===== src/hdl/cmma_pkg.sv =====
package cmma_pkg;

  // Ring depth; the block works for any depth from 1 to 64.
  localparam int WINDOW = 25;

  localparam int DATA_W = 16;
  localparam int POS_W  = (WINDOW > 1) ? $clog2(WINDOW) : 1;
  localparam int CNT_W  = $clog2(WINDOW + 1);
  localparam int SUM_W  = DATA_W + CNT_W;
  localparam int STEP_W = $clog2(SUM_W + 1);

  localparam int ADDR_W = 3;
  localparam int PDATA_W = 32;

  localparam logic [DATA_W-1:0] CLAMP_RESET = DATA_W'(10000);
  localparam logic [DATA_W-1:0] MIN_RESET   = DATA_W'(50000);

  // Register index of the clamp limit.
  localparam logic REG_CLAMP_LIMIT = 1'b0;

endpackage


===== src/hdl/cmma_ring_ram.sv =====
module cmma_ring_ram (
  input  logic                             clk,
  input  logic                             we,
  input  logic [cmma_pkg::POS_W-1:0]       waddr,
  input  logic [cmma_pkg::DATA_W-1:0]      wdata,
  input  logic                             re,
  input  logic [cmma_pkg::POS_W-1:0]       raddr,
  output logic [cmma_pkg::DATA_W-1:0]      rdata
);

  logic [cmma_pkg::DATA_W-1:0] mem [cmma_pkg::WINDOW];

  always_ff @(posedge clk) begin
    if (we) begin
      mem[waddr] <= wdata;
    end
  end

  always_ff @(posedge clk) begin
    if (re) begin
      rdata <= mem[raddr];
    end
  end

endmodule


===== src/hdl/cmma_divider.sv =====
module cmma_divider (
  input  logic                          clk,
  input  logic                          rst_n,
  input  logic                          start,
  input  logic [cmma_pkg::SUM_W-1:0]    dividend,
  input  logic [cmma_pkg::CNT_W-1:0]    divisor,
  output logic                          done,
  output logic [cmma_pkg::DATA_W-1:0]   quotient
);

  logic                          busy_r;
  logic                          done_r;
  logic [cmma_pkg::STEP_W-1:0]   step_r;
  logic [cmma_pkg::CNT_W-1:0]    rem_r;
  logic [cmma_pkg::SUM_W-1:0]    quo_r;
  logic [cmma_pkg::CNT_W-1:0]    div_r;

  logic [cmma_pkg::CNT_W:0]      trial;
  logic                          fits;
  logic [cmma_pkg::CNT_W-1:0]    rem_nxt;

  // One restoring step per cycle; the dividend shifts out of quo_r as the
  // quotient bits shift in.
  always_comb begin
    trial   = {rem_r, quo_r[cmma_pkg::SUM_W-1]};
    fits    = (trial >= {1'b0, div_r});
    rem_nxt = fits ? cmma_pkg::CNT_W'(trial - {1'b0, div_r})
                   : trial[cmma_pkg::CNT_W-1:0];
  end

  always_ff @(posedge clk) begin
    if (!rst_n) begin
      busy_r <= 1'b0;
      done_r <= 1'b0;
      step_r <= '0;
    end else begin
      done_r <= 1'b0;
      if (start) begin
        busy_r <= 1'b1;
        step_r <= cmma_pkg::STEP_W'(cmma_pkg::SUM_W);
      end else if (busy_r) begin
        step_r <= step_r - 1'b1;
        if (step_r == cmma_pkg::STEP_W'(1)) begin
          busy_r <= 1'b0;
          done_r <= 1'b1;
        end
      end
    end
  end

  always_ff @(posedge clk) begin
    if (start) begin
      rem_r <= '0;
      quo_r <= dividend;
      div_r <= divisor;
    end else if (busy_r) begin
      rem_r <= rem_nxt;
      quo_r <= {quo_r[cmma_pkg::SUM_W-2:0], fits};
    end
  end

  assign done     = done_r;
  assign quotient = quo_r[cmma_pkg::DATA_W-1:0];

endmodule


===== src/hdl/clamped_min_max_moving_average_top.sv =====
// Each accepted item passes through the update state and then the bit-serial divider,
// which divides the window sum by the fill count one quotient bit a cycle; no new item
// is taken until the result of the last one has been loaded into the output register.
// A finished result waits in the output register while the next item is taken.
// Reset (rst_n low, synchronous) clears the control state, fill count, sum and
// position, sets the clamp limit to 10000, the minimum to 50000 and the maximum to 0.
module clamped_min_max_moving_average_top (
  input  logic                              clk,
  input  logic                              rst_n,
  input  logic                              in_valid,
  output logic                              in_stall,
  input  logic [cmma_pkg::DATA_W-1:0]       in_raw_distance,
  output logic                              out_valid,
  input  logic                              out_stall,
  output logic [cmma_pkg::DATA_W-1:0]       out_current_value,
  output logic [cmma_pkg::DATA_W-1:0]       out_minimum_value,
  output logic [cmma_pkg::DATA_W-1:0]       out_maximum_value,
  output logic [cmma_pkg::DATA_W-1:0]       out_window_average,
  input  logic                              psel,
  input  logic                              penable,
  input  logic                              pwrite,
  input  logic [cmma_pkg::ADDR_W-1:0]       paddr,
  input  logic [cmma_pkg::PDATA_W-1:0]      pwdata,
  output logic [cmma_pkg::PDATA_W-1:0]      prdata,
  output logic                              pready
);

  typedef enum logic [3:0] {
    S_IDLE = 4'b0001,
    S_UPD  = 4'b0010,
    S_DIV  = 4'b0100,
    S_HOLD = 4'b1000
  } state_t;

  state_t                          state_r, state_nxt;
  logic [cmma_pkg::DATA_W-1:0]     clamp_r;
  logic [cmma_pkg::DATA_W-1:0]     sample_r;
  logic [cmma_pkg::POS_W-1:0]      pos_r;
  logic [cmma_pkg::CNT_W-1:0]      fill_r;
  logic [cmma_pkg::SUM_W-1:0]      sum_r, sum_nxt;
  logic [cmma_pkg::DATA_W-1:0]     min_r, max_r;
  logic                            out_valid_r;
  logic [cmma_pkg::DATA_W-1:0]     out_cur_r, out_min_r, out_max_r, out_avg_r;

  logic                            in_accept;
  logic                            cfg_write;
  logic                            full;
  logic [cmma_pkg::DATA_W-1:0]     clamped;
  logic [cmma_pkg::DATA_W-1:0]     old_sample;
  logic                            div_start;
  logic                            div_done;
  logic [cmma_pkg::DATA_W-1:0]     quotient;
  logic                            out_free;
  logic                            load_out;

  assign pready    = 1'b1;
  assign cfg_write = psel && penable && pwrite && (paddr[2] == cmma_pkg::REG_CLAMP_LIMIT);
  assign prdata    = (paddr[2] == cmma_pkg::REG_CLAMP_LIMIT)
                     ? {{(cmma_pkg::PDATA_W-cmma_pkg::DATA_W){1'b0}}, clamp_r} : '0;

  always_ff @(posedge clk) begin
    if (!rst_n) begin
      clamp_r <= cmma_pkg::CLAMP_RESET;
    end else if (cfg_write) begin
      clamp_r <= pwdata[cmma_pkg::DATA_W-1:0];
    end
  end

  assign in_stall  = (state_r != S_IDLE);
  assign in_accept = in_valid && !in_stall;
  assign clamped   = (in_raw_distance > clamp_r) ? clamp_r : in_raw_distance;
  assign full      = (fill_r == cmma_pkg::CNT_W'(cmma_pkg::WINDOW));

  // The old entry is only subtracted once the ring has been filled.
  assign sum_nxt = sum_r - (full ? cmma_pkg::SUM_W'(old_sample) : '0)
                   + cmma_pkg::SUM_W'(sample_r);

  assign div_start = (state_r == S_UPD);
  assign out_free  = !out_valid_r || !out_stall;
  assign load_out  = ((state_r == S_DIV) && div_done || (state_r == S_HOLD)) && out_free;

  cmma_ring_ram u_ram (
    .clk   (clk),
    .we    (state_r == S_UPD),
    .waddr (pos_r),
    .wdata (sample_r),
    .re    (in_accept),
    .raddr (pos_r),
    .rdata (old_sample)
  );

  cmma_divider u_div (
    .clk      (clk),
    .rst_n    (rst_n),
    .start    (div_start),
    .dividend (sum_nxt),
    .divisor  (full ? fill_r : fill_r + 1'b1),
    .done     (div_done),
    .quotient (quotient)
  );

  always_comb begin
    state_nxt = state_r;
    case (state_r)
      S_IDLE: begin
        if (in_accept) state_nxt = S_UPD;
      end
      S_UPD: begin
        state_nxt = S_DIV;
      end
      S_DIV: begin
        if (div_done) state_nxt = out_free ? S_IDLE : S_HOLD;
      end
      S_HOLD: begin
        if (out_free) state_nxt = S_IDLE;
      end
      default: begin
        state_nxt = S_IDLE;
      end
    endcase
  end

  always_ff @(posedge clk) begin
    if (!rst_n) begin
      state_r     <= S_IDLE;
      pos_r       <= '0;
      fill_r      <= '0;
      sum_r       <= '0;
      min_r       <= cmma_pkg::MIN_RESET;
      max_r       <= '0;
      out_valid_r <= 1'b0;
    end else begin
      state_r <= state_nxt;
      if (state_r == S_UPD) begin
        sum_r <= sum_nxt;
        if (!full) fill_r <= fill_r + 1'b1;
        pos_r <= (pos_r == cmma_pkg::POS_W'(cmma_pkg::WINDOW - 1)) ? '0 : pos_r + 1'b1;
        if (sample_r < min_r) min_r <= sample_r;
        if (sample_r > max_r) max_r <= sample_r;
      end
      if (load_out) begin
        out_valid_r <= 1'b1;
      end else if (!out_stall) begin
        out_valid_r <= 1'b0;
      end
    end
  end

  always_ff @(posedge clk) begin
    if (in_accept) begin
      sample_r <= clamped;
    end
    if (load_out) begin
      out_cur_r <= sample_r;
      out_min_r <= min_r;
      out_max_r <= max_r;
      out_avg_r <= quotient;
    end
  end

  assign out_valid          = out_valid_r;
  assign out_current_value  = out_cur_r;
  assign out_minimum_value  = out_min_r;
  assign out_maximum_value  = out_max_r;
  assign out_window_average = out_avg_r;

`ifndef SYNTH
  a_fill_bound: assert property (@(posedge clk) disable iff (!rst_n)
    fill_r <= cmma_pkg::CNT_W'(cmma_pkg::WINDOW))
    else $error("fill count exceeds ring depth");

  a_pos_bound: assert property (@(posedge clk) disable iff (!rst_n)
    pos_r <= cmma_pkg::POS_W'(cmma_pkg::WINDOW - 1))
    else $error("write position outside ring");

  a_done_in_div: assert property (@(posedge clk) disable iff (!rst_n)
    div_done |-> state_r == S_DIV)
    else $error("divider finished outside the divide phase");

  a_fill_after_upd: assert property (@(posedge clk) disable iff (!rst_n)
    state_r == S_UPD |=> fill_r != '0)
    else $error("fill count zero after an update");
`endif

endmodule

===== config.mk =====
export PLATFORM = sky130hd
export DESIGN_NAME = clamped_min_max_moving_average_top
export DESIGN_NICKNAME = d
export VERILOG_FILES = /design/src/hdl/cmma_pkg.sv /design/src/hdl/cmma_ring_ram.sv /design/src/hdl/cmma_divider.sv /design/src/hdl/clamped_min_max_moving_average_top.sv
export SDC_FILE = /design/constraint.sdc
export NUM_CORES = 1
export LEC_CHECK = 0
export BUFFER_PORTS_ARGS = -buffer_cell sky130_fd_sc_hd__buf_4
export CAP_MARGIN = 10
export CORE_MARGIN = 8
export CORE_UTILIZATION = 46
export CTS_CLUSTER_DIAMETER = 50
export CTS_CLUSTER_SIZE = 40
export DETAILED_ROUTE_END_ITERATION = 8
export REMOVE_ABC_BUFFERS = 1
export SLEW_MARGIN = 0
export SYNTH_ARGS = -nofsm -noshare
export SYNTH_HDL_FRONTEND = slang
export SYNTH_SLANG_ARGS = --single-unit

===== constraint.sdc =====
create_clock -name clk -period 6.3 [get_ports clk]
set_input_delay 1.26 -clock clk [delete_from_list [all_inputs] [get_ports clk]]
set_output_delay 1.26 -clock clk [all_outputs]
set_load 0.01 [all_outputs]

==> flow_metrics.py, run 1 <==
metrics = {
    "die": {
        "num_rows": 87,
        "chipWidth_um": 255.3,
        "pin_count": 157,
        "die_y_um": 255.3,
        "core-area_um2": 56500,
        "start_util": 0.4663,
        "die-area_um2": 65180,
    },
    "critical_path": {
        "endpoint_kind": "register",
        "r2r_end": "u_div.quo_r[20]$_DFFE_PP_",
        "cp_slowest_stage_delay_ns": 0.66,
        "worstPathArrival_ns": 4.48,
        "critPathMaxFanout": 21,
        "rrSetupSlack_ns": 2.18,
        "r2r_start": "fill_r[0]$_SDFFE_PN0P_",
        "path_common_cell": "fa_1",
        "start_kind": "register",
        "crit_start": "fill_r[0]$_SDFFE_PN0P_",
        "path_cells": "ha_1 > and4b_1 > and2_1 > fa_1 > fa_1 > nor2b_1 > o2111ai_1 > a21o_1 > o211a_4 > a211oi_2 > or3_1 > nand3_1",
        "r2r_cells": 12,
        "cp_slowest_cell": "and4b_1",
        "cp_data_required_time_ns": 6.66,
        "path_class": "reg2reg",
        "crit_end": "u_div.quo_r[20]$_DFFE_PP_",
    },
    "drt": {
        "drc": 0,
        "vias": 14810,
        "ant_nets": 0,
        "drt_iter0_drc": 1338,
        "detail_route.wl_per_cell_um": 22.69,
        "wl_um": 61420,
        "via_per_inst": 5.472,
        "drt-pass1-iter-count": 5,
    },
    "sta": {
        "hold_viol_final": 0,
        "finClkSkew_ns": 0.02737,
        "finalCritPeriodShare": 0.6537,
        "rsz0062_at_grt": "no",
        "tightestPinTransition_ns": 1.137,
        "fmax_mhz": 242.8,
        "drv_slew": 0,
        "period_minus_slack_ns": 4.118,
        "tns_ns": 0,
        "setup_viol": 0,
        "slew_headroom": 0.2418,
        "setup_ws_ns": 2.182,
        "hold_ws_ns": 0.4500,
    },
    "power": {
        "power_switching_share": 0.2505,
        "power-per-cell-area_nw_per_um2": 298.8,
        "cell_internal_pwr_mw": 6.752,
        "p_seq_frac": 0.509,
        "clockPowerShare": 0.401,
        "ir_drop_v": 0.0002287,
        "total_leakage_power_nw": 10.60,
        "p_total_mw": 9.008,
        "power_switching_mw": 2.256,
        "combPwrFrac": 0.090,
    },
    "global_routing": {
        "overflow": 0,
        "grt_pass1_vias": 15260,
        "antenna_found_initial": 1,
        "grt_pass1_wl_um": 92980,
        "grt_max_degree": 67,
        "grt.total_usage": 0.1841,
    },
    "clock_network": {
        "cts_root_buf": "clkbuf_16",
        "cts_made_buffers": 54,
        "clock_latency_ns": 0.63,
        "cts_setup_buffers": 0,
        "holdBufCountCts": 0,
        "cts.clk_slew.worst_paths_ns": 0.07,
        "cts_tree": "built",
        "h-tree-depth": 2,
        "clock-sinks": 618,
        "cts_buffer_depth": 3,
        "cts_resized": 0,
    },
    "synth": {
        "seq_area_frac_synth": 0.6680,
        "yosysWarnings": 0,
        "synth_area_per_cell_um2": 14.97,
        "syn_area_um2": 26340,
        "synth_edf_count": 522,
        "ys.flop_type": "edfxtp_1",
        "syn_inst": 1760,
        "ys_async_sr_fraction": 0,
        "synth_seq_cells": 618,
        "synth.distinct_cells": 65,
    },
    "layout": {
        "nets": 2061,
        "multiInputGateArea_um2": 7831,
        "fin_area_um2": 30150,
        "layout-drive-gt1-share": 0.2081,
        "post-route-util": 0.5337,
        "area_delta_synth_final_pct": 14.46,
        "fillers": 4625,
        "layout.cells.non_filler": 2707,
        "diodes": 0,
        "regArea_um2": 17610,
    },
    "flow_run": {
        "drv_cap": 0,
    },
    "placement": {
        "placed_cells": 2605,
        "placed_cell_area_um2": 28160,
        "hpwl_um": 39280,
        "dp_slack_ns": 2.240,
        "numPortBuffers": 121,
        "gp_congestion": 0.8434,
    },
    "min_path": {
        "hold_class": "reg2reg",
    },
    "run_status": {
        "status": "completed",
    },
}
[logic make-up (layout without fill, tap and decap cells)]
kind of cell,after synthesis,in the layout,synth area share
flops,618,618,0.6680
simple gates,386,386,0.06621
compound gates,248,248,0.06275
buf+inv,229,405,0.03771
mux,152,152,0.1046
fa+ha+maj,98,98,0.05139
xor+xnor,27,27,0.008977
other cells,2,17,0.0002851
[Yosys cell counts, types with 21 or more instances]
cell type	count	area share
ha_1	81	0.038
a21oi_1	74	0.014
edfxtp_1	522	0.60
and2_1	23	0.0055
mux2i_1	38	0.014
inv_1	136	0.019
clkbuf_1	46	0.0066
nand3_1	27	0.0051
dfxtp_1	96	0.073
a22oi_1	23	0.0066
o21ai_0	35	0.0066
mux4_2	97	0.083
nor2_1	73	0.010
buf_4	21	0.0060
a21o_1	24	0.0068
nand2_1	192	0.027
[flip-flops by register name, indices dropped and copies added, names as in the netlist, 16 cells and up]
register,count
out_maximum_value,16
sum_r,21
out_minimum_value,16
u_div.quo_r,21
min_r,16
max_r,16
u_ram.rdata,16
u_ram.mem,400
clamp_r,16
out_current_value,16
out_window_average,16
sample_r,16
[cell type report]
| class | instances | share of cell area |
|---|---|---|
| multi-input combinational | 928 | 0.2597 |
| tap | 756 | 0.03137 |
| clock inverter | 43 | 0.01859 |
| sequential | 618 | 0.5839 |
| clock buffer | 59 | 0.04756 |
| inverter | 137 | 0.01706 |
| timing repair buffer | 166 | 0.04175 |
[worst min path at each step]
stage | end | startpoint | cells past startpoint
2_1_floorplan | out_window_average[0]$_DFFE_PP_ | u_div.quo_r[0]$_DFFE_PP_ | 0
3_3_place_gp | out_window_average[15]$_DFFE_PP_ | u_div.quo_r[15]$_DFFE_PP_ | 0
3_5_place_dp | out_window_average[5]$_DFFE_PP_ | u_div.quo_r[5]$_DFFE_PP_ | 0
4_1_cts | out_window_average[1]$_DFFE_PP_ | u_div.quo_r[1]$_DFFE_PP_ | 0
5_1_grt | out_window_average[1]$_DFFE_PP_ | u_div.quo_r[1]$_DFFE_PP_ | 0
6_report | out_window_average[1]$_DFFE_PP_ | u_div.quo_r[1]$_DFFE_PP_ | 0
[placed cells by master (no fill, tap or decap), drive strengths merged, types with 9 or more instances in the layout]
cell	instances
xor2	10
mux2	17
nor3	12
o21ai	49
nor2b	13
o211ai	14
a211oi	11
o221ai	14
buf	166
xnor2	17
nand2	192
and3	9
a21o	25
nor2	73
a21oi	75
a22oi	23
mux2i	38
dfxtp	96
ha	81
conb	17
clkinv	19
clkbuf	59
inv	151
mux4	97
fa	17
nand3	27
and2	23
edfxtp	522
[routing by layer]
metal  track usage  vias up  routed length [µm]
li1              -     6833                   -
met1        0.2506     7527               27130
met2        0.3044      370               29510
met3       0.02937       84                3217
met4       0.05292        0                1562
met5             0        -                   0
[power by group through the flow]
stage / combinational, mW / clock (mW) / sequential (mW)
2_1_floorplan: 0.510 / 0 / 4.70
3_3_place_gp: 0.785 / 0 / 4.68
3_5_place_dp: 0.807 / 0 / 4.68
4_1_cts: 0.810 / 3.69 / 4.59
5_1_grt: 0.899 / 3.83 / 4.59
6_report: 0.807 / 3.61 / 4.59
[critical path, delay by kind of cell (launching register included)]
kind / cells / cell delay [ns]
simple gates: 5 / 1.35
fa+ha+maj: 3 / 1.11
compound gates: 4 / 0.96
flops: 1 / 0.43
No activity file was read; power rests on OpenSTA's default activity.
==> run 2: changes to the inputs <==
- clock period: 6.3 -> 4.1 ns (I/O delays scaled with it)
==> run 2 against run 1 <==
Sequential share of layout area fell by 0.47 points. Clock power rose by 57%. Cell area rose by 0.81%. Flip-flop and latch count did not move. Non-clock buffer count rose by 22. Clock skew rose by 0.0034 ns. Combinational power rose by 56%. Die area did not move. Total power rose by 55%. Count of clock-buffer cells in the layout rose by 9. Sequential power rose by 54%. Largest power group unchanged.
==> flow_metrics.py, run 2 (synthesized netlist as in run 1, its figures left out) <==
metrics = {
    "power": {
        "power_switching_share": 0.2429,
        "p_seq_frac": 0.505,
        "power_switching_mw": 3.391,
        "power-per-cell-area_nw_per_um2": 459.4,
        "ir_drop_v": 0.0003835,
        "combPwrFrac": 0.090,
        "cell_internal_pwr_mw": 10.57,
        "clockPowerShare": 0.405,
        "total_leakage_power_nw": 10.74,
    },
    "drt": {
        "detail_route.wl_per_cell_um": 22.37,
        "ant_nets": 0,
        "vias": 14810,
        "wl_um": 61190,
        "via_per_inst": 5.412,
        "drt-pass1-iter-count": 5,
        "drt_iter0_drc": 1140,
        "drc": 0,
    },
    "sta": {
        "hold_viol_final": 0,
        "tightestPinTransition_ns": 0.9586,
        "setup_viol": 0,
        "period_minus_slack_ns": 3.830,
        "finClkSkew_ns": 0.03073,
        "drv_slew": 0,
        "finalCritPeriodShare": 0.9341,
        "fmax_mhz": 261.1,
        "slew_headroom": 0.3594,
        "setup_ws_ns": 0.2703,
        "hold_ws_ns": 0.4174,
    },
    "clock_network": {
        "clock-sinks": 618,
        "cts_buffer_depth": 3,
        "clock_latency_ns": 0.63,
        "cts_root_buf": "clkbuf_16",
        "cts_setup_buffers": 0,
        "cts_tree": "built",
        "cts.clk_slew.worst_paths_ns": 0.07,
        "cts_made_buffers": 58,
        "h-tree-depth": 2,
    },
    "layout": {
        "reg.largest.list": "u_ram.mem x400, sum_r x21, u_div.quo_r x21",
        "layout_common_cells": "edfxtp_1, nand2_1, buf_4",
        "fin_area_um2": 30390,
        "layout-drive-gt1-share": 0.2162,
        "layout_commonest_cell": "edfxtp_1",
        "largest_register_ffs": 400,
        "nets": 2087,
        "diodes": 0,
        "top_register": "u_ram.mem",
        "area_delta_synth_final_pct": 15.39,
    },
    "global_routing": {
        "grt_pass1_wl_um": 93840,
        "grt.total_usage": 0.1851,
        "grt_pass1_vias": 15030,
        "grt_max_degree": 66,
        "antenna_found_initial": 3,
        "overflow": 0,
    },
    "critical_path": {
        "start_kind": "register",
        "cp_data_required_time_ns": 4.44,
        "endpoint_kind": "register",
        "path_class": "reg2reg",
        "critPathMaxFanout": 17,
        "worstPathArrival_ns": 4.17,
    },
    "die": {
        "die_y_um": 255.3,
        "core-area_um2": 56500,
        "start_util": 0.4663,
        "pin_count": 157,
        "die-area_um2": 65180,
        "chipWidth_um": 255.3,
        "num_rows": 87,
    },
    "min_path": {
        "hold_class": "in2reg",
    },
    "placement": {
        "placed_cell_area_um2": 28330,
        "hpwl_um": 40510,
        "numPortBuffers": 121,
        "dp_slack_ns": 0.06584,
        "gp_congestion": 0.8547,
    },
    "run_status": {
        "status": "completed",
    },
    "flow_run": {
        "drv_cap": 0,
    },
}
==> run 2: cell types whose count changed in the layout (fill, tap and decap cells not counted), sizes merged <==
cell,previous run,this run
clkbuf,59,68
bufinv,4,6
inv,151,147
buf,166,188
==> run 2: metrics by stage <==
step | cells | total power, mW | util | TNS, ns
after floorplan | 1683 | 8.009 | - | -638.75
after global placement | 2627 | 8.403 | 0.5015 | 0
after detailed placement | 2627 | 8.438 | 0.5015 | 0
after CTS | 2736 | 14.08 | 0.5378 | 0
after global routing | 2736 | 14.44 | 0.5380 | -0.001656
final | 2736 | 13.96 | 0.5380 | 0
==> run 2: timing repair <==
action                     4_1_cts  5_1_grt
gates resized for setup          0        3
hold buffers                     0        0
setup endpoints to repair        0       12
==> run 2: cell type report <==
cell class	count	area [µm²]
Inverter	137	514.2
Multi-Input combinational cell	928	7844
Clock inverter	41	538.0
Tap cell	756	945.9
Sequential cell	618	17610
Clock buffer	68	1510
Fill cell	4595	26100
Timing Repair Buffer	188	1436
==> run 2: path summary, 6_finish.rpt <==
| kind | end | cells past startpoint | slack [ns] | from |
|---|---|---|---|---|
| worst max-delay path | u_div.quo_r[18]$_DFFE_PP_ | 12 | 0.27 | fill_r[0]$_SDFFE_PN0P_ |
| worst min-delay path | clamp_r[13]$_SDFFE_PN1P_ | 3 | 0.42 | pwdata[13] |
| worst max register to register | u_div.quo_r[18]$_DFFE_PP_ | 12 | 0.27 | fill_r[0]$_SDFFE_PN0P_ |
| worst min register to register | out_window_average[15]$_DFFE_PP_ | 0 | 0.45 | u_div.quo_r[15]$_DFFE_PP_ |
==> run 2: worst max-delay path: stages, from the launching register on <==
cell	delay [ns]
dfxtp_1	0.44
ha_1	0.19
and4b_2	0.44
and2_1	0.20
fa_1	0.46
fa_1	0.47
nor2b_1	0.19
o2111ai_1	0.18
a21o_1	0.25
o211a_4	0.26
o21ai_0	0.21
xnor2_1	0.18
o21ai_0	0.09
==> run 2: metal layers <==
| metal | GRT usage | wire, µm | vias up |
|---|---|---|---|
| li1 | - | - | 6903 |
| met1 | 0.2541 | 27170 | 7442 |
| met2 | 0.3027 | 29100 | 381 |
| met3 | 0.02937 | 3425 | 82 |
| met4 | 0.05546 | 1492 | 0 |
| met5 | 0 | 0 | - |
==> run 2: power by group through the flow <==
stage               Combinational (mW)  Sequential [mW]  Clock [mW]
finish                            1.26             7.05        5.66
global route                      1.40             7.06        5.98
CTS                               1.26             7.05        5.77
detailed placement                1.25             7.19           0
global placement                  1.22             7.19           0
floorplan                        0.783             7.23           0
==> run 3: changes to the inputs <==
- CORE_UTILIZATION: 46 -> 50
- PLACE_DENSITY: default -> 0.68
- clock period: 4.1 -> 4.2 ns (I/O delays scaled with it)
==> run 3 against run 2 <==
Die area fell by 7.5%. Flip-flop and latch count did not move. Sequential power fell by 2%.
==> flow_metrics.py, run 3 (synthesized netlist as in run 1, its figures left out) <==
metrics = {
    "power": {
        "combPwrFrac": 0.093,
        "power_switching_mw": 3.424,
        "power_switching_share": 0.2623,
        "p_total_mw": 13.06,
        "ir_drop_v": 0.0003528,
        "power-per-cell-area_nw_per_um2": 436.5,
        "p_seq_frac": 0.527,
        "clockPowerShare": 0.380,
        "cell_internal_pwr_mw": 9.633,
        "total_leakage_power_nw": 10.53,
    },
    "placement": {
        "dp_slack_ns": 0.2837,
        "numPortBuffers": 121,
        "placed_cell_area_um2": 28130,
        "hpwl_um": 39730,
        "gp_congestion": 0.8848,
    },
    "layout": {
        "layout-drive-gt1-share": 0.2050,
        "regArea_um2": 17610,
        "top_register": "u_ram.mem",
        "area_delta_synth_final_pct": 13.55,
        "reg.largest.list": "u_ram.mem x400, sum_r x21, u_div.quo_r x21",
        "largest_register_ffs": 400,
        "fin_area_um2": 29910,
        "layout_commonest_cell": "edfxtp_1",
        "layout_common_cells": "edfxtp_1, nand2_1, buf_4",
        "multiInputGateArea_um2": 7833,
        "fillers": 4109,
        "nets": 2060,
    },
    "die": {
        "num_rows": 84,
        "chipWidth_um": 245.5,
        "die-area_um2": 60280,
        "start_util": 0.5033,
        "core-area_um2": 52340,
        "die_y_um": 245.5,
        "pin_count": 157,
    },
    "min_path": {
        "hold_class": "reg2reg",
    },
    "drt": {
        "wl_um": 60290,
        "via_per_inst": 5.727,
        "detail_route.wl_per_cell_um": 22.92,
        "drc": 0,
        "drt-pass1-iter-count": 5,
        "ant_nets": 0,
        "drt_iter0_drc": 1296,
        "vias": 15060,
    },
    "critical_path": {
        "start_kind": "register",
        "cp_slowest_stage_delay_ns": 0.47,
        "path_cells": "inv_1 > ha_1 > and4b_2 > and2_1 > fa_1 > inv_1 > ha_1 > a21oi_1 > o21ai_0 > o41ai_1 > o21ai_1 > a311oi_2 > xor2_1 > o21ai_0",
        "endpoint_kind": "register",
        "critPathMaxFanout": 18,
        "worstPathArrival_ns": 4.18,
        "path_class": "reg2reg",
        "cp_data_required_time_ns": 4.54,
        "cp_slowest_cell": "fa_1",
        "rrSetupSlack_ns": 0.36,
    },
    "global_routing": {
        "overflow": 0,
        "grt_pass1_wl_um": 91730,
        "antenna_found_initial": 0,
        "grt_pass1_vias": 15270,
        "grt_max_degree": 62,
        "grt.total_usage": 0.1980,
    },
    "clock_network": {
        "h-tree-depth": 2,
        "holdBufCountCts": 0,
        "cts_made_buffers": 47,
        "cts_root_buf": "clkbuf_16",
        "cts_buffer_depth": 3,
        "cts.clk_slew.worst_paths_ns": 0.09,
        "clock-sinks": 618,
        "cts_tree": "built",
        "clock_latency_ns": 0.62,
    },
    "sta": {
        "drv_slew": 0,
        "fmax_mhz": 260.7,
        "hold_viol_final": 0,
        "period_minus_slack_ns": 3.836,
        "hold_ws_ns": 0.4413,
        "rsz0062_at_grt": "no",
        "setup_viol": 0,
        "setup_ws_ns": 0.3637,
        "finalCritPeriodShare": 0.9134,
        "finClkSkew_ns": 0.04059,
        "slew_headroom": 0.3064,
        "tns_ns": 0,
        "tightestPinTransition_ns": 1.038,
    },
    "flow_run": {
        "drv_cap": 0,
    },
    "run_status": {
        "status": "completed",
    },
}
-- run 3: cell count changes in the layout (fill, tap and decap cells not counted), moves of 3 or more --
cell / before / now
clkinv_16: 0 / 6
buf_4: 186 / 170
clkinvlp_4: 6 / 0
clkbuf_16: 59 / 49
clkbuf_1: 9 / 0
clkinv_4: 4 / 1
inv_6: 4 / 8
bufinv_16: 6 / 0
inv_12: 1 / 4
-- run 3: routing by layer --
layer / track usage / wire (µm)
met3: 0.03128 / 3608
met5: 0 / 0
met4: 0.05000 / 1269
met2: 0.3237 / 29290
met1: 0.2768 / 26120
-- run 3: path summary, 6_finish.rpt --
path	depth (start not counted)	endpoint	startpoint
worst max-delay path	14	u_div.quo_r[19]$_DFFE_PP_	fill_r[1]$_SDFFE_PN0P_
worst min register to register	0	out_window_average[0]$_DFFE_PP_	u_div.quo_r[0]$_DFFE_PP_
worst min-delay path	0	out_window_average[0]$_DFFE_PP_	u_div.quo_r[0]$_DFFE_PP_
worst max register to register	14	u_div.quo_r[19]$_DFFE_PP_	fill_r[1]$_SDFFE_PN0P_
-- run 3: power by group through the flow --
stage	Clock, mW	Sequential (mW)	Combinational [mW]
2_1_floorplan	0	7.05	0.764
3_3_place_gp	0	7.02	1.16
3_5_place_dp	0	7.02	1.20
4_1_cts	5.05	6.88	1.21
5_1_grt	5.28	6.89	1.35
6_report	4.96	6.88	1.21
-- run 3: per-stage QoR --
step,utilization,std cells
6_report,0.5715,2630
2_1_floorplan,-,1683
3_3_place_gp,0.5374,2543
3_5_place_dp,0.5374,2543
5_1_grt,0.5714,2629
4_1_cts,0.5714,2629
-- run 3: worst max-delay path: cells and delay by family (launching register included) --
| kind | cells | cell delay, ns |
|---|---|---|
| xor gates and xnor gates | 1 | 0.20 |
| and+or+nand+nor | 2 | 0.58 |
| adders and majority gates | 3 | 0.98 |
| DFF | 1 | 0.38 |
| buffers and inverters | 2 | 0.12 |
| AOI/OAI and AO/OA | 6 | 1.30 |
-- run 3: repair_timing --
action	CTS	global route
resized for setup	0	1
setup buffers	0	0
endpoints found under the hold margin	0	0
endpoints found under the setup margin	0	4
-- run 3: cell type report --
type | instances | share of cell area
Clock buffer | 49 | 0.04100
Clock inverter | 37 | 0.01845
Inverter | 137 | 0.01719
Multi-Input combinational cell | 928 | 0.2619
Sequential cell | 618 | 0.5886
Antenna cell | 1 | 0.00008366
Tap cell | 688 | 0.02878
Timing Repair Buffer | 172 | 0.04401
